`config.mk`:
```
export PLATFORM = sky130hd
export DESIGN_NAME = svbm_seq
export DESIGN_NICKNAME = d
export VERILOG_FILES = /design/src/hw/rtl/svbm_pkg.sv /design/src/hw/rtl/svbm_seq.sv
export SDC_FILE = /design/constraint.sdc
export NUM_CORES = 1
export LEC_CHECK = 0
export BUFFER_PORTS_ARGS = -buffer_cell sky130_fd_sc_hd__buf_2
export CAP_MARGIN = 20
export CELL_PAD_IN_SITES_DETAIL_PLACEMENT = 2
export CELL_PAD_IN_SITES_GLOBAL_PLACEMENT = 2
export CORE_MARGIN = 4
export CORE_UTILIZATION = 34
export CTS_BUF_LIST = sky130_fd_sc_hd__clkbuf_4 sky130_fd_sc_hd__clkbuf_8
export DETAILED_ROUTE_END_ITERATION = 6
export GPL_ROUTABILITY_DRIVEN = 1
export PLACE_DENSITY_LB_ADDON = 0.1
export SYNTH_ARGS = -nofsm -noshare
export SYNTH_HDL_FRONTEND = slang
export SYNTH_SLANG_ARGS = --single-unit
```
`constraint.sdc`:
```
create_clock -name clk_i -period 4.9 [get_ports clk_i]
set_clock_uncertainty 0.15 [all_clocks]
set_input_delay 0.245 -clock clk_i [delete_from_list [all_inputs] [get_ports clk_i]]
set_output_delay 0.245 -clock clk_i [all_outputs]
set_load 0.01 [all_outputs]
```
`src/hw/rtl/svbm_pkg.sv`:
```
// shared types, constants and helpers for the symmetric visibility bit matrix
package svbm_pkg;

  // matrix geometry
  localparam int CELL_LIMIT    = 256;
  localparam int WORD_W        = 32;
  localparam int BIT_W         = $clog2(WORD_W);
  localparam int WORDS_PER_ROW = (CELL_LIMIT + WORD_W - 1) / WORD_W;
  localparam int STORE_DEPTH   = CELL_LIMIT * WORDS_PER_ROW;
  localparam int ADDR_W        = $clog2(STORE_DEPTH);
  localparam int WCNT_W        = (WORDS_PER_ROW > 1) ? $clog2(WORDS_PER_ROW) : 1;

  // field widths
  localparam int CMD_W   = 3;
  localparam int CELL_W  = 8;
  localparam int COUNT_W = 9;
  localparam int STAT_W  = 2;

  typedef logic [WORD_W-1:0]  word_t;
  typedef logic [ADDR_W-1:0]  addr_t;
  typedef logic [CELL_W-1:0]  cell_t;
  typedef logic [COUNT_W-1:0] count_t;

  typedef enum logic [CMD_W-1:0] {
    CMD_CLEAR        = 3'd0,
    CMD_ADD_CELL     = 3'd1,
    CMD_LOOKUP       = 3'd2,
    CMD_NEXT_TRACE   = 3'd3,
    CMD_REPORT_TRACE = 3'd4
  } cmd_e;

  typedef enum logic [STAT_W-1:0] {
    ST_OK       = 2'd0,
    ST_FULL     = 2'd1,
    ST_RANGE    = 2'd2,
    ST_NO_TRACE = 2'd3
  } status_e;

  // one command beat
  typedef struct packed {
    logic [CMD_W-1:0] command;
    cell_t            cell_a;
    cell_t            cell_b;
    logic             visible_flag;
  } cmd_t;

  // one result beat
  typedef struct packed {
    logic                pair_visible;
    logic                trace_pending;
    cell_t               trace_row;
    cell_t               trace_col;
    count_t              cell_count;
    logic [STAT_W-1:0]   status;
  } res_t;

  // memory port request from the sequencer
  typedef struct packed {
    logic  we;
    addr_t waddr;
    word_t wdata;
    logic  re;
    addr_t raddr;
  } mem_req_t;

  // word address of the bit for a (row, col) pair
  function automatic addr_t word_addr(count_t row, cell_t col);
    addr_t row_base;
    addr_t col_word;
    row_base = ADDR_W'(ADDR_W'(row) * ADDR_W'(WORDS_PER_ROW));
    col_word = ADDR_W'(col >> BIT_W);
    return ADDR_W'(row_base + col_word);
  endfunction

endpackage

```
`src/hw/rtl/svbm_seq.sv`:
```
// command sequencer: cell count, trace cursor and word read-modify-write
module svbm_seq import svbm_pkg::*; (
  input  logic     clk_i,
  input  logic     rst_ni,
  input  logic     cmd_valid_i,
  output logic     cmd_ready_o,
  input  cmd_t     cmd_i,
  output logic     res_valid_o,
  input  logic     res_ready_i,
  output res_t     res_o,
  output mem_req_t mem_req_o,
  input  word_t    mem_rdata_i
);

  typedef enum logic [2:0] {
    S_IDLE,
    S_CLEAR,
    S_READ,
    S_MERGE,
    S_RESP
  } state_e;

  state_e            state_q;
  logic [CMD_W-1:0]  cmd_q;
  logic [STAT_W-1:0] status_q;
  logic              vis_q;
  logic              flag_q;
  addr_t             addr_q;
  logic [BIT_W-1:0]  bit_q;
  logic [WCNT_W-1:0] wcnt_q;
  count_t            cells_q;
  count_t            row_q;
  cell_t             col_q;

  logic   a_ok, b_ok, row_live, on_diag;
  cell_t  hi, lo;
  count_t col_inc;
  word_t  bit_mask;

  // decode helpers
  always_comb begin
    a_ok     = COUNT_W'(cmd_i.cell_a) < cells_q;
    b_ok     = COUNT_W'(cmd_i.cell_b) < cells_q;
    hi       = (cmd_i.cell_a > cmd_i.cell_b) ? cmd_i.cell_a : cmd_i.cell_b;
    lo       = (cmd_i.cell_a > cmd_i.cell_b) ? cmd_i.cell_b : cmd_i.cell_a;
    row_live = row_q < cells_q;
    on_diag  = COUNT_W'(col_q) == row_q;
    col_inc  = COUNT_W'(col_q) + COUNT_W'(1);
    bit_mask = WORD_W'(1) << bit_q;
  end

  // sequencer and registered state
  always_ff @(posedge clk_i or negedge rst_ni) begin
    if (!rst_ni) begin
      state_q  <= S_IDLE;
      cmd_q    <= CMD_CLEAR;
      status_q <= ST_OK;
      vis_q    <= 1'b0;
      flag_q   <= 1'b0;
      addr_q   <= '0;
      bit_q    <= '0;
      wcnt_q   <= '0;
      cells_q  <= '0;
      row_q    <= '0;
      col_q    <= '0;
    end else begin
      case (state_q)
        S_IDLE: begin
          if (cmd_valid_i) begin
            cmd_q    <= cmd_i.command;
            status_q <= ST_OK;
            vis_q    <= 1'b0;
            wcnt_q   <= '0;
            state_q  <= S_RESP;
            case (cmd_i.command)
              CMD_CLEAR: begin
                cells_q <= '0;
                row_q   <= '0;
                col_q   <= '0;
              end
              CMD_ADD_CELL: begin
                if (cells_q >= COUNT_W'(CELL_LIMIT)) begin
                  status_q <= ST_FULL;
                end else begin
                  addr_q  <= word_addr(cells_q, '0);
                  state_q <= S_CLEAR;
                end
              end
              CMD_LOOKUP: begin
                if (!a_ok || !b_ok) begin
                  status_q <= ST_RANGE;
                end else begin
                  addr_q  <= word_addr(COUNT_W'(hi), lo);
                  bit_q   <= lo[BIT_W-1:0];
                  state_q <= S_READ;
                end
              end
              CMD_NEXT_TRACE: begin
                // diagonal pair is marked visible before handing out the next one
                if (on_diag && row_live) begin
                  addr_q  <= word_addr(row_q, col_q);
                  bit_q   <= col_q[BIT_W-1:0];
                  flag_q  <= 1'b1;
                  state_q <= S_READ;
                end
              end
              CMD_REPORT_TRACE: begin
                if (row_live) begin
                  addr_q  <= word_addr(row_q, col_q);
                  bit_q   <= col_q[BIT_W-1:0];
                  flag_q  <= cmd_i.visible_flag;
                  state_q <= S_READ;
                end else begin
                  status_q <= ST_NO_TRACE;
                end
              end
              default: ;
            endcase
          end
        end
        S_CLEAR: begin
          wcnt_q <= WCNT_W'(wcnt_q + WCNT_W'(1));
          if (wcnt_q == WCNT_W'(WORDS_PER_ROW - 1)) begin
            cells_q <= COUNT_W'(cells_q + COUNT_W'(1));
            state_q <= S_RESP;
          end
        end
        S_READ: begin
          state_q <= S_MERGE;
        end
        S_MERGE: begin
          if (cmd_q == CMD_LOOKUP) begin
            vis_q <= mem_rdata_i[bit_q];
          end else if (col_inc > row_q) begin
            row_q <= COUNT_W'(row_q + COUNT_W'(1));
            col_q <= '0;
          end else begin
            col_q <= col_inc[CELL_W-1:0];
          end
          state_q <= S_RESP;
        end
        S_RESP: begin
          if (res_ready_i) begin
            state_q <= S_IDLE;
          end
        end
        default: state_q <= S_IDLE;
      endcase
    end
  end

  // memory port requests
  always_comb begin
    mem_req_o = '0;
    case (state_q)
      S_CLEAR: begin
        mem_req_o.we    = 1'b1;
        mem_req_o.waddr = ADDR_W'(addr_q + ADDR_W'(wcnt_q));
        mem_req_o.wdata = '0;
      end
      S_READ: begin
        mem_req_o.re    = 1'b1;
        mem_req_o.raddr = addr_q;
      end
      S_MERGE: begin
        mem_req_o.we    = cmd_q != CMD_LOOKUP;
        mem_req_o.waddr = addr_q;
        mem_req_o.wdata = flag_q ? (mem_rdata_i | bit_mask) : (mem_rdata_i & ~bit_mask);
      end
      default: ;
    endcase
  end

  // result beat
  always_comb begin
    res_o.pair_visible  = vis_q;
    res_o.trace_pending = (cmd_q == CMD_NEXT_TRACE) && row_live;
    res_o.trace_row     = res_o.trace_pending ? row_q[CELL_W-1:0] : '0;
    res_o.trace_col     = res_o.trace_pending ? col_q : '0;
    res_o.cell_count    = cells_q;
    res_o.status        = status_q;
  end

  assign cmd_ready_o = state_q == S_IDLE;
  assign res_valid_o = state_q == S_RESP;

endmodule

```
==> metrics, run 1 <==
DIE WIDTH=136 um; post-route minimum period=3.62 ns; Max Fanout on Critical Path=17; Reg2Reg Setup Slack=1.54 ns; post-route cell area=6530 um2; DRC errors left=0; share of cells above drive strength 1=approximately 23%; most common cell in the netlist=nand2_1; slowest stage cell, crit path=and4b_1; area leader, netlist=dfrtp_1; Final Power=2.79 mW; fin crit share=73.9%; Die Ht=136 um; final hold violation count=0; RSZ-0062 raised after global routing=no; commonest cells in the netlist=nand2_1, nor2_1, a21oi_1; worst slack, placed=between 1 and 1.5 ns; Core ar.=15900 um2; Worst Setup End Kind=primary output; CTS Buf Count=5; Final Max Slew Viols=0; Max Used Layer=met4; Detailed Place HPWL=17.6 mm; Total GRT Usage=24.5%; initial antenna violation count=1; H-tree level count=2; largest net degree at the start of global routing=56; syn avg cell area=just under 8 um2; Clock transition at path regs=0.11 ns; EDFF count, synth=0; async set-reset flop share out of synthesis=100%; worst vdd ir=0.186 mV; wire length on met3=998 um; # port buffers=142; WP depth=8; CP max stage delay=0.67 ns; placed cell count=slightly above 1000; Worst-Margin Slew=1.04 ns; reg2reg path depth=11; via count=5920; FF-to-FF End=row_q[5]; GP Congestion=0.915; CTS root buf=clkbuf_8; Netlist cell types=61; Post-CTS Setup Bufs=0; first-pass GRT wire length=~36 mm; Startpoint Class=flip-flop; Rel. slew slack=30.4%; CTS sink count=55; fin nets=about 930; status=complete, no violations; top cell type's share of synthesized area=24.8%; synthesis-stage register bit count=55; Routed Wire Length=22.8 mm; metal2 WL=10.9 mm; Synth area leaders=dfrtp_1, ha_1, nand2_1, nor2_1, a21oi_1; syn_nets=823; 1st-iter DRT viols=302; CTS tree=done; Req. time, crit path=between 4 and 5 ns; Final Util=41.0%; Seq/Total Area, Yosys=roughly 25%; Routed Antenna Nets=0; Gate Count Post-Synth=718; area grow syn2layout=17.4%; CTS max path bufs=2; I/O Pins=143; Via density=5.69; Overflow after GRT=0; power density over the cells=approximately 430 nW/um2; # rows=46; vias in the first global route=approximately 6400; routed len/inst=21.9 um; Finished Layout Cells=1041; maxcap violations=0; Setup Crit Path Kind=reg -> out; Initial Util=34.9%; # setup viols final=0; Cell Chain, Critical Path=inv_1 > ha_1 > a41oi_1 > o21ai_0 > a21oi_1 > and4b_1 > and2_1 > buf_2; Crit Reg-Reg Startpoint=col_q[2]; Hold Path Depth=2; worst hold start=res_ready_i; Max Fclk=0.276 GHz; setup ws final=approximately 1.3 ns; Post-DP Area=between 6000 and 7000 um2; Die Area=18500 um2; post-route setup TNS=0 ns; leakage=3.03 nW; Worst-Skew Late Latency=0.35 ns; Synth Warn #=0; Metal-1 WL=10.3 mm; Top Family by Delay on Critical Path=simple AND/OR/NAND/NOR gates; Buf+Inv Stages, Crit Path=2; final hold slack=0.0157 ns; Hold Path End=state_q[2]; Main synth FF type=dfrtp_1; synthesized area=approximately 5600 um2; HP Class=in -> reg; crit path DAT=3.23 ns; drt first pass iters=5
## final cells by class
cell class	instances	area (um2)
diodes	1	2.50
clock buffers	6	76.3
clock inverters	2	12.5
fillers	1933	9410
inverters	34	128
multi-input cells	576	3850
flip-flops and latches	55	1380
well taps	216	270
repair buffers	151	808
## registers in the layout, summed over array words and instances (netlist names)
signal,cells
addr_q,11
cells_q,9
status_q,2
col_q,8
bit_q,5
wcnt_q,3
vis_q,1
flag_q,1
state_q,3
row_q,9
cmd_q,3
## timing repair
action	4_1_cts	5_1_grt
resized for setup	0	0
hold endpoints to repair	55	0
hold buffers	1	0
## cells by family after synthesis
group | synth area share (%)
compound gates | 17.4
xor+xnor | 5.36
fa+ha+maj | 11.2
buf+inv | 5.99
flops | 24.8
mux | 8.06
simple gates | 27.3
## worst max path at each step
stage          slack (ns)       start   endpoint
2_1_floorplan        1.88    col_q[2]   row_q[8]
3_3_place_gp         1.67  cells_q[3]  addr_q[6]
3_5_place_dp         1.41  cells_q[7]  addr_q[5]
4_1_cts              1.28  cells_q[8]  res_o[13]
5_1_grt              1.12  cells_q[8]  res_o[12]
6_report             1.28  cells_q[8]  res_o[13]
## layout by cell type (no fill, tap or decap), types with 6 or more instances in the layout
| cell type | synthesis | layout |
|---|---|---|
| a21o_1 | 6 | 6 |
| a21oi_1 | 57 | 57 |
| a31oi_1 | 16 | 16 |
| a32oi_1 | 8 | 8 |
| and2_1 | 28 | 28 |
| buf_2 | 2 | 142 |
| dfrtp_1 | 55 | 55 |
| ha_1 | 48 | 48 |
| inv_1 | 34 | 34 |
| mux2_2 | 10 | 10 |
| mux2i_1 | 11 | 11 |
| mux4_2 | 10 | 10 |
| nand2_1 | 81 | 81 |
| nand2b_1 | 7 | 7 |
| nand3_1 | 40 | 40 |
| nand4_1 | 11 | 11 |
| nor2_1 | 78 | 78 |
| nor3_1 | 22 | 21 |
| nor4_1 | 10 | 10 |
| o21ai_0 | 23 | 23 |
| xnor2_1 | 25 | 25 |
| xor2_1 | 9 | 9 |
## worst register-to-register path, stage by stage, from the launching register on
cell and delay (ns):
dfrtp_1 0.52, nand3_1 0.18, or2_2 0.36, inv_1 0.06, nand3_1 0.11, xnor2_1 0.17, ha_1 0.31, nand4_1 0.14
a211o_1 0.30, a21o_1 0.30, or4_1 0.52, a21oi_1 0.16
## power by group
part           switching [mW]  internal [mW]  leakage [nW]
clock network           0.172          0.106        0.0446
logic                   0.928          0.661          2.28
registers               0.329          0.594         0.709
total                    1.43           1.36          3.03
## layer usage
metal,vias to the layer above,global-route usage [%]
li1,2772,-
met1,2965,33.8
met2,154,40.4
met3,29,2.85
met4,0,7.50
met5,-,0
Power figures use the tool's default switching activity.
==> run 2, diff against run 1 <==
--- a/config.mk
+++ b/config.mk
@@ -10,7 +10,7 @@
 export CELL_PAD_IN_SITES_DETAIL_PLACEMENT = 2
 export CELL_PAD_IN_SITES_GLOBAL_PLACEMENT = 2
 export CORE_MARGIN = 4
-export CORE_UTILIZATION = 34
+export CORE_UTILIZATION = 28
 export CTS_BUF_LIST = sky130_fd_sc_hd__clkbuf_4 sky130_fd_sc_hd__clkbuf_8
 export DETAILED_ROUTE_END_ITERATION = 6
 export GPL_ROUTABILITY_DRIVEN = 1
==> constraint.sdc (replaced) <==
create_clock -name clk_i -period 3.15 [get_ports clk_i]
set_clock_uncertainty 0.15 [all_clocks]
set_input_delay 0.1575 -clock clk_i [delete_from_list [all_inputs] [get_ports clk_i]]
set_output_delay 0.1575 -clock clk_i [all_outputs]
set_load 0.01 [all_outputs]
==> metrics, run 2 (same netlist as run 1, synthesis figures left out) <==
Final Util=36.1% (-4.9 points); share of cells above drive strength 1=28.3% (+5.8 points); Crit Reg-Reg Startpoint=col_q[1]; largest registers=addr_q: 11 flops, cells_q: 9 flops, row_q: 9 flops; # setup viols final=0 (unchanged); Max Fanout on Critical Path=5 (-12); Final Power=4.63 mW (+66%); status=complete, no violations; post-route cell area=7040 um2 (+7.9%); fin nets=973 (+4.8%); most frequent cells in the layout=buf_2, nand2_1, nor2_1; Total GRT Usage=21.4% (-3.1 points); post-route minimum period=~3.0 ns; H-tree level count=2 (unchanged); Die Ht=149 um (+9.6%); DIE WIDTH=149 um (+9.6%); worst hold start=cmd_i[15]; crit path DAT=3.10 ns (-0.13 ns); maxcap violations=0 (unchanged); origin of the worst setup path=col_q[1]; # rows=51 (+11%); CTS sink count=55 (unchanged); vias in the first global route=6733 (+5.8%); Seq pwr share=28.9% (-4.2 points); Post-DP Area=6750 um2 (+5.8%); leakage=3.27 nW (+7.8%); CTS max path bufs=2 (unchanged); Top Family by Delay on Critical Path=compound AO/OA/AOI/OAI gates; CTS tree=done; GP Congestion=0.865 (-5.5%); Buf+Inv Stages, Crit Path=1 (-1); worst slack, placed=-0.0123 ns (-1.42 ns); Routed Antenna Nets=0 (unchanged); post-route setup TNS=0 ns (unchanged); final hold violation count=0 (unchanged); Initial Util=28.5% (-6.4 points); initial antenna violation count=1 (unchanged); Routed Wire Length=24.0 mm (+5.3%); first-pass GRT wire length=37.9 mm (+6.2%); final hold slack=0.0566 ns (+0.0410 ns); Worst-Skew Late Latency=0.34 ns (about the same); Req. time, crit path=3.21 ns (-1.30 ns); # port buffers=142 (unchanged); Clk pwr share=10.8% (+0.8 points); Finished Layout Cells=1133 (+8.8%); max reg flops=11 (unchanged); P_int=2.34 mW (+72%); CP max stage delay=0.46 ns (-0.21 ns); # diodes=0 (-1); Rel. slew slack=46.2% (+16 points); slowest stage cell, crit path=o41ai_1; Worst Setup End Kind=flip-flop; net switching power=2.29 mW (+60%); DRC errors left=0 (unchanged); Die Area=22200 um2 (+20%); 1st-iter DRT viols=227 (-25%); drt first pass iters=4 (-1); fin crit share=96.5%; CTS root buf=clkbuf_8; worst vdd ir=0.216 mV (+16%); Via density=5.36 (-5.8%); Final Max Slew Viols=0 (unchanged); setup ws final=0.110 ns (-1.17 ns); leading cell type in the layout, fill and taps excluded=buf_2; Worst-Margin Slew=0.801 ns (-0.242 ns); Hold Path Depth=3 (+1); Sw Share=49.5% (-1.8 points); Startpoint Class=flip-flop; I/O Pins=143 (unchanged); largest net degree at the start of global routing=44 (-21%); routed len/inst=21.1 um (-3.3%); Core ar.=19500 um2 (+22%); Cell Chain, Critical Path=nand3_2 > or2_4 > inv_1 > nand3_2 > xnor2_1 > ha_1 > nand4_1 > a211o_1 > a21o_4 > o41ai_1 > a21oi_1; power density over the cells=657 nW/um2 (+54%); Max Fclk=0.329 GHz; Detailed Place HPWL=19.0 mm (+7.9%); WP depth=11 (+3); area grow syn2layout=26.7%; HP Class=in -> reg; Clock transition at path regs=0.12 ns (about the same); Comb pwr share=60.3% (+3.4 points); CTS Buf Count=5 (unchanged); reg2reg path depth=11 (unchanged); most flop-heavy register=addr_q; Most common cell on crit path=nand3_2; Overflow after GRT=0 (unchanged); via count=6070 (+2.5%); Setup Crit Path Kind=reg -> reg; placed cell count=1115 (+8.5%)
## run 2: area by class of cell
class / count / area, um2
timing repair buffer: 196 / 1160
fill: 2347 / 12500
multi-input combinational: 576 / 3940
clock inverter: 2 / 37.5
clock buffer: 5 / 68.8
tap: 265 / 332
inverter: 34 / 128
sequential: 55 / 1380
## run 2: power groups by stage
stage	logic (mW)	registers [mW]	clock network, mW
2_1_floorplan	1.85	1.13	0
3_3_place_gp	2.60	1.33	0
3_5_place_dp	2.74	1.35	0
4_1_cts	2.77	1.34	0.526
5_1_grt	3.11	1.39	0.562
6_report	2.79	1.34	0.499
## run 2: metal layers
layer  vias up  global-route usage (%)  wire [um]
li1       2859                       -          -
met1      3079                    27.4      10400
met2       107                    38.4      12200
met3        23                    2.98        961
met4         2                    4.49        370
met5         -                       0         13
## run 2: timing repair
action,4_1_cts,5_1_grt
hold buffers,4,0
resized for setup,3,20
gates cloned,0,0
hold endpoints to repair,45,0
setup endpoints to repair,6,30
pin swaps,1,5
buffers inserted,0,6
## run 2: tightest hold or removal path, delay by kind of cell
kind,cells,cell delay [ns]
buffers and inverters,1,0.13
AOI/OAI and AO/OA,2,0.23
## run 2: final timing paths
| path | slack, ns | endpoint |
|---|---|---|
| max | 0.11 | row_q[6] |
| min | 0.06 | addr_q[9] |
| max reg2reg | 0.11 | row_q[6] |
| min reg2reg | 0.35 | status_q[1] |
| max in group asynchronous | 2.24 | row_q[6] |
| min in group asynchronous | 0.09 | cells_q[8] |
